--- src/rtl/dfe_pkg.sv ---
// dfe_pkg: shared types, register indexes, fsm states and belief tables
// for the drowsiness evidence fusion block
// no dependencies
package dfe_pkg;

   // field widths
   localparam int MASS_W     = 16;
   localparam int RATIO_W    = 16;
   localparam int TIME_W     = 32;
   localparam int CLASS_W    = 3;
   localparam int CSR_IDX_W  = 3;
   localparam int CSR_DATA_W = 16;

   // product and product-sum widths of the fusion datapath
   localparam int PROD_W  = 2 * MASS_W;
   localparam int TOTAL_W = PROD_W + 2;

   typedef logic [MASS_W-1:0] mass_type;
   typedef mass_type belief_type [3];

   // configuration register indexes
   typedef enum logic [CSR_IDX_W-1:0] {
      CSR_EYE_DANGER   = 3'd0,
      CSR_EYE_WARNING  = 3'd1,
      CSR_MOUTH_SPEAK  = 3'd2,
      CSR_MOUTH_YAWN   = 3'd3,
      CSR_DECISION     = 3'd4,
      CSR_LONG_CLOSURE = 3'd5,
      CSR_LONG_YAWN    = 3'd6
   } csr_idx_type;

   // reset values of the configuration registers
   localparam logic [CSR_DATA_W-1:0] EYE_DANGER_RST   = 16'd2621;
   localparam logic [CSR_DATA_W-1:0] EYE_WARNING_RST  = 16'd3604;
   localparam logic [CSR_DATA_W-1:0] MOUTH_SPEAK_RST  = 16'd8192;
   localparam logic [CSR_DATA_W-1:0] MOUTH_YAWN_RST   = 16'd12780;
   localparam logic [CSR_DATA_W-1:0] DECISION_RST     = 16'd26214;
   localparam logic [CSR_DATA_W-1:0] LONG_CLOSURE_RST = 16'd2000;
   localparam logic [CSR_DATA_W-1:0] LONG_YAWN_RST    = 16'd4000;

   // fatigue class codes
   typedef enum logic [CLASS_W-1:0] {
      CLASS_NO_FACE  = 3'd0,
      CLASS_FATIGUED = 3'd1,
      CLASS_MILD     = 3'd2,
      CLASS_SPEAKING = 3'd3,
      CLASS_ALERT    = 3'd4
   } class_type;

   // sequencer states
   typedef enum logic [2:0] {
      ST_IDLE,
      ST_TRACK,
      ST_MUL,
      ST_DSET,
      ST_DITER,
      ST_OUT
   } fsm_type;

   // belief group being fused
   typedef enum logic {
      GRP_MOUTH = 1'b0,
      GRP_EYE   = 1'b1
   } grp_type;

   // mouth beliefs: yawn, speak, closed (Q0.15)
   localparam belief_type MOUTH_CLOSED_BEL = '{16'd1638,  16'd1638,  16'd29491};
   localparam belief_type MOUTH_SPEAK_BEL  = '{16'd1638,  16'd29491, 16'd1638};
   localparam belief_type MOUTH_YAWN_BEL   = '{16'd29491, 16'd1638,  16'd1638};
   localparam belief_type MOUTH_LYAWN_BEL  = '{16'd32112, 16'd328,   16'd328};

   // eye beliefs: alert, mild, tired (Q0.15)
   localparam belief_type EYE_OPEN_BEL  = '{16'd29491, 16'd1638,  16'd1638};
   localparam belief_type EYE_MID_BEL   = '{16'd164,   16'd32440, 16'd164};
   localparam belief_type EYE_SHUT_BEL  = '{16'd1638,  16'd1638,  16'd29491};
   localparam belief_type EYE_LSHUT_BEL = '{16'd328,   16'd328,   16'd32112};

endpackage

--- src/rtl/dfe_if.sv ---
// dfe channel interfaces: evaluation input, fused result and register write
// depends on dfe_pkg for field widths

// one evaluation per frame
interface dfe_req_if import dfe_pkg::*; ();
   logic               valid;
   logic               ready;
   logic               face_present;
   logic [RATIO_W-1:0] eye_ratio;
   logic [RATIO_W-1:0] mouth_ratio;
   logic [TIME_W-1:0]  time_ms;
   logic               clear_history;

   modport source (output valid, face_present, eye_ratio, mouth_ratio, time_ms,
                   clear_history, input ready);
   modport sink   (input valid, face_present, eye_ratio, mouth_ratio, time_ms,
                   clear_history, output ready);
endinterface

// fatigue class and fused masses
interface dfe_rsp_if import dfe_pkg::*; ();
   logic               valid;
   logic               ready;
   logic [CLASS_W-1:0] fatigue_class;
   logic [MASS_W-1:0]  yawn_mass;
   logic [MASS_W-1:0]  speak_mass;
   logic [MASS_W-1:0]  closed_mouth_mass;
   logic [MASS_W-1:0]  alert_mass;
   logic [MASS_W-1:0]  mild_mass;
   logic [MASS_W-1:0]  tired_mass;

   modport source (output valid, fatigue_class, yawn_mass, speak_mass,
                   closed_mouth_mass, alert_mass, mild_mass, tired_mass,
                   input ready);
   modport sink   (input valid, fatigue_class, yawn_mass, speak_mass,
                   closed_mouth_mass, alert_mass, mild_mass, tired_mass,
                   output ready);
endinterface

// configuration register write
interface dfe_csr_if import dfe_pkg::*; ();
   logic                  valid;
   logic                  ready;
   logic [CSR_IDX_W-1:0]  index;
   logic [CSR_DATA_W-1:0] data;

   modport source (output valid, index, data, input ready);
   modport sink   (input valid, index, data, output ready);
endinterface

--- src/rtl/drowsiness_evidence_fusion.sv ---
// drowsiness_evidence_fusion: episode tracking, belief lookup and serial
// evidence fusion; depends on dfe_pkg and the dfe_if channel interfaces
//
// One evaluation transaction is taken at a time. A frame without a face, or
// one that starts a fresh history (after reset or a history clear), skips the
// fusion. A frame that fuses into a stored history uses one shared 16x16
// multiplier to form the three products of each group, then one restoring
// divider produces each of the six normalized masses one quotient bit per
// cycle; a zero product sum takes the current belief instead. The input is
// ready again the cycle after the result enters the output register; a
// finished result waits there without holding up the next transaction.
// Register writes are always accepted and should only be issued while idle.
module drowsiness_evidence_fusion
   import dfe_pkg::*;
(
   input  logic      clock,
   input  logic      reset,
   dfe_req_if.sink   req_ch,
   dfe_rsp_if.source rsp_ch,
   dfe_csr_if.sink   csr_ch
);

   // configuration registers
   logic [CSR_DATA_W-1:0] eye_danger_ff, eye_warning_ff, mouth_speak_ff, mouth_yawn_ff;
   logic [CSR_DATA_W-1:0] decision_ff, long_closure_ms_ff, long_yawn_ms_ff;

   // captured evaluation
   logic               face_ff, clear_ff;
   logic [RATIO_W-1:0] eye_ff, mouth_ff;
   logic [TIME_W-1:0]  time_ff;

   // episode and history state
   logic              eyes_shut_ff, long_closure_ff, yawn_active_ff, long_yawn_ff;
   logic              hist_valid_ff;
   logic [TIME_W-1:0] shut_start_ff, yawn_start_ff;
   belief_type        mouth_hist_ff, eye_hist_ff, mouth_cur_ff, eye_cur_ff;

   // fusion datapath
   logic [PROD_W-1:0]  prod_ff [3];
   logic [TOTAL_W-1:0] total_ff;
   logic [MASS_W-1:0]  quot_ff, numlo_ff;
   logic [TOTAL_W-1:0] rem_ff;
   grp_type            grp_ff;
   logic [1:0]         idx_ff;
   logic [3:0]         step_ff;

   // output register
   logic              rsp_valid_ff;
   logic [CLASS_W-1:0] class_ff;
   mass_type          out_mass_ff [6];

   fsm_type state_ff, state_in;

   // ---------------------------------------------------------------------
   // handshakes
   // ---------------------------------------------------------------------
   logic req_take, out_free;
   assign req_ch.ready = (state_ff == ST_IDLE);
   assign req_take     = req_ch.valid && req_ch.ready;
   assign csr_ch.ready = 1'b1;
   assign out_free     = !rsp_valid_ff || rsp_ch.ready;

   // ---------------------------------------------------------------------
   // episode tracking and band selection
   // ---------------------------------------------------------------------
   logic              eye_low, eye_high, mouth_low, mouth_high;
   logic              closure_end, yawn_end, closure_begin, yawn_begin;
   logic [TIME_W-1:0] closure_len, yawn_len;
   logic              long_closure_new, long_yawn_new, keep_hist;
   belief_type        mouth_bel, eye_bel;

   always_comb begin
      eye_low    = eye_ff < eye_danger_ff;
      eye_high   = eye_ff > eye_warning_ff;
      mouth_low  = mouth_ff < mouth_speak_ff;
      mouth_high = mouth_ff > mouth_yawn_ff;

      closure_begin = face_ff && eye_low && !eyes_shut_ff;
      closure_end   = face_ff && !eye_low && eyes_shut_ff;
      yawn_begin    = face_ff && mouth_high && !yawn_active_ff;
      yawn_end      = face_ff && !mouth_high && yawn_active_ff;

      closure_len = time_ff - shut_start_ff;
      yawn_len    = time_ff - yawn_start_ff;

      long_closure_new = closure_end
         ? (closure_len >= {{(TIME_W-CSR_DATA_W){1'b0}}, long_closure_ms_ff})
         : long_closure_ff;
      long_yawn_new = yawn_end
         ? (yawn_len >= {{(TIME_W-CSR_DATA_W){1'b0}}, long_yawn_ms_ff})
         : long_yawn_ff;

      if (mouth_low) begin
         mouth_bel = MOUTH_CLOSED_BEL;
      end else if (mouth_high) begin
         mouth_bel = long_yawn_new ? MOUTH_LYAWN_BEL : MOUTH_YAWN_BEL;
      end else begin
         mouth_bel = MOUTH_SPEAK_BEL;
      end

      if (eye_high) begin
         eye_bel = EYE_OPEN_BEL;
      end else if (eye_low) begin
         eye_bel = long_closure_new ? EYE_LSHUT_BEL : EYE_SHUT_BEL;
      end else begin
         eye_bel = EYE_MID_BEL;
      end

      keep_hist = hist_valid_ff && !clear_ff;
   end

   // ---------------------------------------------------------------------
   // shared multiplier and serial divider
   // ---------------------------------------------------------------------
   mass_type             mul_a, mul_b;
   logic [PROD_W-1:0]    prod;
   logic [PROD_W+14:0]   numer;
   logic [TOTAL_W:0]     shifted, trial;
   logic                 fits, zero_total, last_step, last_idx;
   logic [MASS_W-1:0]    quot_next;

   always_comb begin
      mul_a = (grp_ff == GRP_EYE) ? eye_hist_ff[idx_ff] : mouth_hist_ff[idx_ff];
      mul_b = (grp_ff == GRP_EYE) ? eye_cur_ff[idx_ff] : mouth_cur_ff[idx_ff];
      prod  = mul_a * mul_b;

      // p * 2^15 + total / 2
      numer = {prod_ff[idx_ff], 15'd0}
            + {{(PROD_W+15-TOTAL_W+1){1'b0}}, total_ff[TOTAL_W-1:1]};

      shifted   = {rem_ff, numlo_ff[MASS_W-1]};
      trial     = shifted - {1'b0, total_ff};
      fits      = shifted >= {1'b0, total_ff};
      quot_next = {quot_ff[MASS_W-2:0], fits};

      zero_total = (total_ff == '0);
      last_step  = (step_ff == 4'd15);
      last_idx   = (idx_ff == 2'd2);
   end

   // ---------------------------------------------------------------------
   // decision on the final histories
   // ---------------------------------------------------------------------
   class_type cls;

   always_comb begin
      if (!face_ff) begin
         cls = CLASS_NO_FACE;
      end else if (mouth_hist_ff[0] > decision_ff || eye_hist_ff[2] > decision_ff) begin
         cls = CLASS_FATIGUED;
      end else if (eye_hist_ff[1] > decision_ff) begin
         cls = CLASS_MILD;
      end else if (mouth_hist_ff[1] > decision_ff) begin
         cls = CLASS_SPEAKING;
      end else begin
         cls = CLASS_ALERT;
      end
   end

   // ---------------------------------------------------------------------
   // sequencer
   // ---------------------------------------------------------------------
   always_ff @(posedge clock) begin
      if (reset) begin
         state_ff <= ST_IDLE;
      end else begin
         state_ff <= state_in;
      end
   end

   always_comb begin
      state_in = state_ff;
      case (state_ff)
         ST_IDLE: begin
            if (req_take) state_in = ST_TRACK;
         end
         ST_TRACK: begin
            state_in = (face_ff && keep_hist) ? ST_MUL : ST_OUT;
         end
         ST_MUL: begin
            if (last_idx) state_in = ST_DSET;
         end
         ST_DSET: begin
            if (zero_total) begin
               state_in = (grp_ff == GRP_MOUTH) ? ST_MUL : ST_OUT;
            end else begin
               state_in = ST_DITER;
            end
         end
         ST_DITER: begin
            if (last_step) begin
               if (!last_idx) begin
                  state_in = ST_DSET;
               end else begin
                  state_in = (grp_ff == GRP_MOUTH) ? ST_MUL : ST_OUT;
               end
            end
         end
         ST_OUT: begin
            if (out_free) state_in = ST_IDLE;
         end
         default: begin
            state_in = ST_IDLE;
         end
      endcase
   end

   // ---------------------------------------------------------------------
   // configuration registers
   // ---------------------------------------------------------------------
   always_ff @(posedge clock) begin
      if (reset) begin
         eye_danger_ff      <= EYE_DANGER_RST;
         eye_warning_ff     <= EYE_WARNING_RST;
         mouth_speak_ff     <= MOUTH_SPEAK_RST;
         mouth_yawn_ff      <= MOUTH_YAWN_RST;
         decision_ff        <= DECISION_RST;
         long_closure_ms_ff <= LONG_CLOSURE_RST;
         long_yawn_ms_ff    <= LONG_YAWN_RST;
      end else if (csr_ch.valid) begin
         case (csr_idx_type'(csr_ch.index))
            CSR_EYE_DANGER:   eye_danger_ff      <= csr_ch.data;
            CSR_EYE_WARNING:  eye_warning_ff     <= csr_ch.data;
            CSR_MOUTH_SPEAK:  mouth_speak_ff     <= csr_ch.data;
            CSR_MOUTH_YAWN:   mouth_yawn_ff      <= csr_ch.data;
            CSR_DECISION:     decision_ff        <= csr_ch.data;
            CSR_LONG_CLOSURE: long_closure_ms_ff <= csr_ch.data;
            CSR_LONG_YAWN:    long_yawn_ms_ff    <= csr_ch.data;
            default: ;
         endcase
      end
   end

   // ---------------------------------------------------------------------
   // input capture
   // ---------------------------------------------------------------------
   always_ff @(posedge clock) begin
      if (req_take) begin
         face_ff  <= req_ch.face_present;
         eye_ff   <= req_ch.eye_ratio;
         mouth_ff <= req_ch.mouth_ratio;
         time_ff  <= req_ch.time_ms;
         clear_ff <= req_ch.clear_history;
      end
   end

   // ---------------------------------------------------------------------
   // episode state, histories and fusion datapath
   // ---------------------------------------------------------------------
   always_ff @(posedge clock) begin
      if (reset) begin
         eyes_shut_ff    <= 1'b0;
         long_closure_ff <= 1'b0;
         yawn_active_ff  <= 1'b0;
         long_yawn_ff    <= 1'b0;
         shut_start_ff   <= '0;
         yawn_start_ff   <= '0;
         hist_valid_ff   <= 1'b0;
         mouth_hist_ff   <= '{default: '0};
         eye_hist_ff     <= '{default: '0};
         grp_ff          <= GRP_MOUTH;
         idx_ff          <= '0;
         step_ff         <= '0;
      end else begin
         case (state_ff)
            // track episodes, pick beliefs, clear or seed the histories
            ST_TRACK: begin
               if (closure_begin) begin
                  eyes_shut_ff  <= 1'b1;
                  shut_start_ff <= time_ff;
               end else if (closure_end) begin
                  eyes_shut_ff <= 1'b0;
               end
               if (yawn_begin) begin
                  yawn_active_ff <= 1'b1;
                  yawn_start_ff  <= time_ff;
               end else if (yawn_end) begin
                  yawn_active_ff <= 1'b0;
               end
               long_closure_ff <= long_closure_new;
               long_yawn_ff    <= long_yawn_new;
               mouth_cur_ff    <= mouth_bel;
               eye_cur_ff      <= eye_bel;
               grp_ff          <= GRP_MOUTH;
               idx_ff          <= '0;
               if (face_ff) begin
                  if (!keep_hist) begin
                     mouth_hist_ff <= mouth_bel;
                     eye_hist_ff   <= eye_bel;
                     hist_valid_ff <= 1'b1;
                  end
               end else if (clear_ff) begin
                  mouth_hist_ff <= '{default: '0};
                  eye_hist_ff   <= '{default: '0};
                  hist_valid_ff <= 1'b0;
               end
            end
            // one product per cycle, summed as it goes
            ST_MUL: begin
               prod_ff[idx_ff] <= prod;
               total_ff <= ((idx_ff == 2'd0) ? '0 : total_ff)
                         + {{(TOTAL_W-PROD_W){1'b0}}, prod};
               idx_ff <= last_idx ? 2'd0 : idx_ff + 2'd1;
            end
            // load the divider, or fall back to the current belief
            ST_DSET: begin
               if (zero_total) begin
                  if (grp_ff == GRP_EYE) begin
                     eye_hist_ff <= eye_cur_ff;
                  end else begin
                     mouth_hist_ff <= mouth_cur_ff;
                  end
                  grp_ff <= GRP_EYE;
                  idx_ff <= '0;
               end else begin
                  rem_ff   <= {{(TOTAL_W-(PROD_W-1)){1'b0}}, numer[PROD_W+14:MASS_W]};
                  numlo_ff <= numer[MASS_W-1:0];
                  quot_ff  <= '0;
                  step_ff  <= '0;
               end
            end
            // restoring division, one quotient bit per cycle
            ST_DITER: begin
               rem_ff   <= fits ? trial[TOTAL_W-1:0] : shifted[TOTAL_W-1:0];
               numlo_ff <= {numlo_ff[MASS_W-2:0], 1'b0};
               quot_ff  <= quot_next;
               step_ff  <= step_ff + 4'd1;
               if (last_step) begin
                  if (grp_ff == GRP_EYE) begin
                     eye_hist_ff[idx_ff] <= quot_next;
                  end else begin
                     mouth_hist_ff[idx_ff] <= quot_next;
                  end
                  if (last_idx) begin
                     grp_ff <= GRP_EYE;
                     idx_ff <= '0;
                  end else begin
                     idx_ff <= idx_ff + 2'd1;
                  end
               end
            end
            default: ;
         endcase
      end
   end

   // ---------------------------------------------------------------------
   // output register
   // ---------------------------------------------------------------------
   always_ff @(posedge clock) begin
      if (reset) begin
         rsp_valid_ff <= 1'b0;
      end else if (state_ff == ST_OUT && out_free) begin
         rsp_valid_ff <= 1'b1;
      end else if (rsp_ch.ready) begin
         rsp_valid_ff <= 1'b0;
      end
   end

   always_ff @(posedge clock) begin
      if (state_ff == ST_OUT && out_free) begin
         class_ff       <= cls;
         out_mass_ff[0] <= mouth_hist_ff[0];
         out_mass_ff[1] <= mouth_hist_ff[1];
         out_mass_ff[2] <= mouth_hist_ff[2];
         out_mass_ff[3] <= eye_hist_ff[0];
         out_mass_ff[4] <= eye_hist_ff[1];
         out_mass_ff[5] <= eye_hist_ff[2];
      end
   end

   assign rsp_ch.valid             = rsp_valid_ff;
   assign rsp_ch.fatigue_class     = class_ff;
   assign rsp_ch.yawn_mass         = out_mass_ff[0];
   assign rsp_ch.speak_mass        = out_mass_ff[1];
   assign rsp_ch.closed_mouth_mass = out_mass_ff[2];
   assign rsp_ch.alert_mass        = out_mass_ff[3];
   assign rsp_ch.mild_mass         = out_mass_ff[4];
   assign rsp_ch.tired_mass        = out_mass_ff[5];

endmodule

--- src/flat_wrapper.sv ---
// flat-port wrapper written by rule: the top's interface ports become plain ports
module drowsiness_evidence_fusion_flat import dfe_pkg::*;
  (clock, reset, req_ch_valid, req_ch_face_present, req_ch_eye_ratio, req_ch_mouth_ratio, req_ch_time_ms, req_ch_clear_history, req_ch_ready, rsp_ch_valid, rsp_ch_fatigue_class, rsp_ch_yawn_mass, rsp_ch_speak_mass, rsp_ch_closed_mouth_mass, rsp_ch_alert_mass, rsp_ch_mild_mass, rsp_ch_tired_mass, rsp_ch_ready, csr_ch_valid, csr_ch_index, csr_ch_data, csr_ch_ready);
  dfe_req_if req_ch_i ();
  dfe_rsp_if rsp_ch_i ();
  dfe_csr_if csr_ch_i ();
  input  logic clock;
  input  logic reset;
  input wire logic [$bits(req_ch_i.valid)-1:0] req_ch_valid;
  input wire logic [$bits(req_ch_i.face_present)-1:0] req_ch_face_present;
  input wire logic [$bits(req_ch_i.eye_ratio)-1:0] req_ch_eye_ratio;
  input wire logic [$bits(req_ch_i.mouth_ratio)-1:0] req_ch_mouth_ratio;
  input wire logic [$bits(req_ch_i.time_ms)-1:0] req_ch_time_ms;
  input wire logic [$bits(req_ch_i.clear_history)-1:0] req_ch_clear_history;
  output wire logic [$bits(req_ch_i.ready)-1:0] req_ch_ready;
  output wire logic [$bits(rsp_ch_i.valid)-1:0] rsp_ch_valid;
  output wire logic [$bits(rsp_ch_i.fatigue_class)-1:0] rsp_ch_fatigue_class;
  output wire logic [$bits(rsp_ch_i.yawn_mass)-1:0] rsp_ch_yawn_mass;
  output wire logic [$bits(rsp_ch_i.speak_mass)-1:0] rsp_ch_speak_mass;
  output wire logic [$bits(rsp_ch_i.closed_mouth_mass)-1:0] rsp_ch_closed_mouth_mass;
  output wire logic [$bits(rsp_ch_i.alert_mass)-1:0] rsp_ch_alert_mass;
  output wire logic [$bits(rsp_ch_i.mild_mass)-1:0] rsp_ch_mild_mass;
  output wire logic [$bits(rsp_ch_i.tired_mass)-1:0] rsp_ch_tired_mass;
  input wire logic [$bits(rsp_ch_i.ready)-1:0] rsp_ch_ready;
  input wire logic [$bits(csr_ch_i.valid)-1:0] csr_ch_valid;
  input wire logic [$bits(csr_ch_i.index)-1:0] csr_ch_index;
  input wire logic [$bits(csr_ch_i.data)-1:0] csr_ch_data;
  output wire logic [$bits(csr_ch_i.ready)-1:0] csr_ch_ready;
  assign req_ch_i.valid = req_ch_valid;
  assign req_ch_i.face_present = req_ch_face_present;
  assign req_ch_i.eye_ratio = req_ch_eye_ratio;
  assign req_ch_i.mouth_ratio = req_ch_mouth_ratio;
  assign req_ch_i.time_ms = req_ch_time_ms;
  assign req_ch_i.clear_history = req_ch_clear_history;
  assign req_ch_ready = req_ch_i.ready;
  assign rsp_ch_valid = rsp_ch_i.valid;
  assign rsp_ch_fatigue_class = rsp_ch_i.fatigue_class;
  assign rsp_ch_yawn_mass = rsp_ch_i.yawn_mass;
  assign rsp_ch_speak_mass = rsp_ch_i.speak_mass;
  assign rsp_ch_closed_mouth_mass = rsp_ch_i.closed_mouth_mass;
  assign rsp_ch_alert_mass = rsp_ch_i.alert_mass;
  assign rsp_ch_mild_mass = rsp_ch_i.mild_mass;
  assign rsp_ch_tired_mass = rsp_ch_i.tired_mass;
  assign rsp_ch_i.ready = rsp_ch_ready;
  assign csr_ch_i.valid = csr_ch_valid;
  assign csr_ch_i.index = csr_ch_index;
  assign csr_ch_i.data = csr_ch_data;
  assign csr_ch_ready = csr_ch_i.ready;
  drowsiness_evidence_fusion u_core (.clock(clock), .reset(reset), .req_ch(req_ch_i), .rsp_ch(rsp_ch_i), .csr_ch(csr_ch_i));
endmodule
--- config.mk ---
export PLATFORM = sky130hd
export DESIGN_NAME = drowsiness_evidence_fusion_flat
export DESIGN_NICKNAME = d
export VERILOG_FILES = /design/src/rtl/dfe_pkg.sv /design/src/rtl/dfe_if.sv /design/src/rtl/drowsiness_evidence_fusion.sv /design/src/flat_wrapper.sv
export SDC_FILE = /design/constraint.sdc
export NUM_CORES = 2
export LEC_CHECK = 0
export BUFFER_PORTS_ARGS = -buffer_cell sky130_fd_sc_hd__buf_2
export CORE_UTILIZATION = 50
export CTS_CLUSTER_DIAMETER = 60
export DETAILED_ROUTE_END_ITERATION = 12
export PLACE_DENSITY = 0.71
export SKIP_LAST_GASP = 1
export SYNTH_ARGS = -nofsm -noshare
export SYNTH_HDL_FRONTEND = slang
export SYNTH_SLANG_ARGS = --single-unit
--- constraint.sdc ---
create_clock -name clock -period 9.8 [get_ports clock]
set_input_delay 0.98 -clock clock [delete_from_list [all_inputs] [get_ports clock]]
set_output_delay 0.98 -clock clock [all_outputs]
set_load 0.005 [all_outputs]
==> Flow_metrics.wiki <==
{| class="wikitable"
! Metric !! Value
|-
| Status || finished, final reports clean
|-
| Die height || 307 um
|-
| Initial antenna violation count || 13
|-
| Minimum setup slack among reg-to-reg paths || 560 ps
|-
| Synth top area cells || sky130_fd_sc_hd__edfxtp_1 (25%), sky130_fd_sc_hd__dfxtp_1 (12%), sky130_fd_sc_hd__ha_1 (11%), sky130_fd_sc_hd__fa_1 (7.9%), sky130_fd_sc_hd__nand2_1 (6.3%)
|-
| Routed vias || 39000
|-
| Number of clock sinks || 676
|-
| Combinational family with the most area after synthesis || adder cells
|-
| Leakage || 22.1 nW
|-
| Source-to-sink clock delay at the later pin of the worst-skew pair || 680 ps
|-
| Largest area contributor in the synthesized netlist || sky130_fd_sc_hd__edfxtp_1
|-
| Number of placed I/O pins || 192
|-
| Final setup violation count || 0
|-
| Number of detailed-route iterations in the first pass || 6
|-
| Standard cell with the maximum stage delay on the critical path || sky130_fd_sc_hd__fa_1
|-
| Type of the most critical hold path || reg -> reg
|-
| Net count reported at finish || 6038
|-
| Effective utilization at floorplan || 50.7%
|-
| DRC violations left || 0
|-
| Net Sw Power || 5.35 mW
|-
| Placement Rows || 111
|-
| Maximum number of buffers from clock root to sink || 3
|-
| Vias per Instance || 5.86
|-
| Core Region || 0.0919 mm^2
|-
| 1st-iter DRT viols || 4229
|-
| Utilization of the core after routing || 57.3%
|-
| Switching power share of the total || 40.6%
|-
| Die area || 0.0945 mm^2
|-
| Global route total overflow || 0
|-
| All-Layer GR Usage || 29.4%
|-
| Inserted Clock Buffers || 81
|-
| Die width || 307 um
|-
| Sequential element share of the synthesized area || 37.3%
|-
| Share of synthesized registers carrying an async set or reset || 0%
|-
| Simple logic cell fraction of the synthesized area || 16.1%
|-
| Portion of total power attributed to sequential cells || 29.5%
|-
| Post-Syn Nets || 5827
|-
| CTS Root Buffer Type || sky130_fd_sc_hd__clkbuf_16
|-
| Share of the synthesized area in the top cell type || 24.9%
|-
| Total Neg Setup Slack || 0 ps
|-
| Element type at the critical path start || flip-flop
|-
| Fraction of the mapped netlist area in adder cells || 19.2%
|-
| Number of fill cells || 8110
|-
| Combinational fraction of design power || 45.8%
|-
| Final Skew || 52.8 ps
|-
| Gate count after technology mapping || 5133
|-
| Max-capacitance violation count || 0
|-
| Netlist cell types || 96
|-
| Required @ worst endpoint || 10200 ps
|-
| Tcrit/Tclk final || 94.3%
|-
| Antenna viol nets, final || 0
|-
| Max Transition Viols Final || 0
|-
| WS Path Type || reg -> reg
|-
| Final Total Pwr || 13.2 mW
|-
| Total count of hold-check failures in the final report || 0
|-
| Delay of the slowest cell on the worst path || 550 ps
|-
| XOR/XNOR share of the synthesized area || 2.72%
|-
| Wire length reported by the detailed router || 140000 um
|-
| Achievable Freq || 0.108 GHz
|-
| Flip-flop and latch count after synthesis || 676
|-
| Number of global-route vias before repair || 36400
|-
| Synthesized area || 0.0466 mm^2
|-
| Worst Hold Margin || 452 ps
|-
| Main synth FF type || sky130_fd_sc_hd__edfxtp_1
|-
| Share of the synthesized area in compound gates (AO/OA/AOI/OAI) || 16.9%
|-
| Share of final-layout standard cells stronger than drive strength 1 || 10.8%
|-
| Average instance area after synthesis || 9.08 um^2
|-
| Post-synthesis to final-layout area growth || 13.0%
|-
| CTS HTree Levels || 3
|-
| Worst Path Arrival || 9650 ps
|-
| Clock tree from TritonCTS || yes
|-
| Commonest cells post-synth || sky130_fd_sc_hd__nand2_1 (788), sky130_fd_sc_hd__inv_1 (515), sky130_fd_sc_hd__a21oi_1 (432), sky130_fd_sc_hd__ha_1 (421), sky130_fd_sc_hd__nor2_1 (399)
|-
| Element type at the critical path end || flip-flop
|-
| Pin count of the biggest net entering global routing || 178
|-
| Most frequent cell after synthesis || sky130_fd_sc_hd__nand2_1
|-
| YS warnings || 0
|-
| Worst-Margin Slew || 1320 ps
|-
| Worst-path maximum fanout || 19
|-
| Post-detail-place hpwl || 107000 um
|-
| Port Buffer Count || 190
|-
| Maximum vdd drop || 235 uV
|-
| Clock-pin transition on the worst setup and hold timing paths || 70 ps
|-
| Internal Power || 7.82 mW
|-
| PD cells || 250 mW/mm^2
|-
| Wire length of the first global-routing pass || 214000 um
|-
| Post-layout minimum cycle time || 9240 ps
|-
| Max transition margin || 11.5%
|-
| Clock network fraction of design power || 24.7%
|-
| Detail-routed net length per standard cell || 21.1 um
|-
| Final RePlAce weighted congestion || 0.975
|-
| Number of synthesized flops with an enable pin || 386
|-
| Mux cell area share after synthesis || 1.95%
|}
[state kept, by name, summed over array words and instances, names as in the netlist, 32 cells and up, named ones only]
signal	flops
u_core.yawn_start_ff	32
u_core.rem_ff	34
u_core.total_ff	34
u_core.eye_hist_ff	48
u_core.shut_start_ff	32
u_core.prod_ff	96
u_core.mouth_hist_ff	48
u_core.out_mass_ff	96
u_core.time_ff	32
[placed cells by master (no fill, tap or decap), drive strengths merged, types with 55 or more instances in the layout]
cell / netlist / routed
inv: 515 / 528
dfxtp: 290 / 290
xnor2: 84 / 84
ha: 421 / 421
buf: 31 / 330
a211oi: 68 / 68
edfxtp: 386 / 386
o21a: 61 / 61
nor3: 69 / 69
o21ai: 209 / 209
fa: 183 / 183
nor2: 399 / 399
nand2b: 55 / 55
a21o: 107 / 107
mux2i: 82 / 82
nand3: 60 / 60
o211ai: 66 / 66
clkbuf: 173 / 110
xor2: 60 / 60
nand2: 789 / 789
a21oi: 433 / 433
[kinds of logic after synthesis]
family,count (synthesis)
xor gates and xnor gates,144
and+or+nand+nor,1677
other,1
muxes,90
AOI/OAI and AO/OA,1220
adders and majority gates,604
DFF,676
buffers and inverters,721
[final timing paths]
| path | from | endpoint | cells after the start |
|---|---|---|---|
| worst min register to register | u_core.shut_start_ff[8]$_SDFFE_PP0P_ | u_core.shut_start_ff[8]$_SDFFE_PP0P_ | 2 |
| worst max register to register | u_core.idx_ff[0]$_SDFFE_PP0P_ | u_core.total_ff[33]$_DFFE_PP_ | 40 |
| worst max-delay path | u_core.idx_ff[0]$_SDFFE_PP0P_ | u_core.total_ff[33]$_DFFE_PP_ | 40 |
| worst min-delay path | u_core.shut_start_ff[8]$_SDFFE_PP0P_ | u_core.shut_start_ff[8]$_SDFFE_PP0P_ | 2 |
[layout make-up]
| class | instances | area, um^2 | area share (%) |
|---|---|---|---|
| tap | 1243 | 1560 | 2.95 |
| inverter | 517 | 1940 | 3.69 |
| sequential | 676 | 17400 | 33.1 |
| clock inverter | 44 | 584 | 1.11 |
| multi-input combinational | 3736 | 26700 | 50.7 |
| clock buffer | 108 | 2340 | 4.45 |
| antenna | 3 | 7.51 | 0.0143 |
| timing repair buffer | 332 | 2150 | 4.08 |
[per-stage QoR]
step | worst slack (ps) | instance area, um^2 | instances
4_1_cts | 32.5 | 52500 | 6648
2_1_floorplan | 219 | 46600 | 5133
3_3_place_gp | 123 | 49500 | 6496
6_report | 555 | 52700 | 6659
5_1_grt | -8.21 | 52700 | 6658
3_5_place_dp | 14.2 | 49500 | 6496
[routing by layer]
metal	vias to the layer above	routed length, um	track usage, %
met5	-	115	0
met4	20	4660	9.14
met3	290	13600	6.43
met2	1610	62400	45.6
met1	18700	59700	40.9
li1	18400	-	-
[power groups by stage]
stage	Clock (mW)	Sequential, mW	Combinational, mW
after global routing	3.40	3.90	6.77
after CTS	3.29	3.88	5.97
after detailed placement	0	3.94	5.91
after global placement	0	3.94	5.79
after floorplan	0	3.82	4.33
final	3.25	3.89	6.03
[worst max-delay path: cells and delay by family (launching register included)]
kind,cells,cell delay [ps]
adder cells (fa/ha/maj),8,3580
AO/OA/AOI/OAI,12,2510
AND/OR/NAND/NOR,9,990
buffers and inverters,8,890
flip-flops,1,450
XOR/XNOR,2,430
multiplexers,1,90
[timing repair]
action                                  in CTS  in global routing
resized for setup                            2                 18
endpoints found under the hold margin        0                  0
hold buffers                                 0                  0
pin swaps                                    0                  5
endpoints found under the setup margin       1                  7
buffers inserted                             0                  6
gates cloned                                 0                  2
Note: power is estimated with default switching activity, not from simulation.
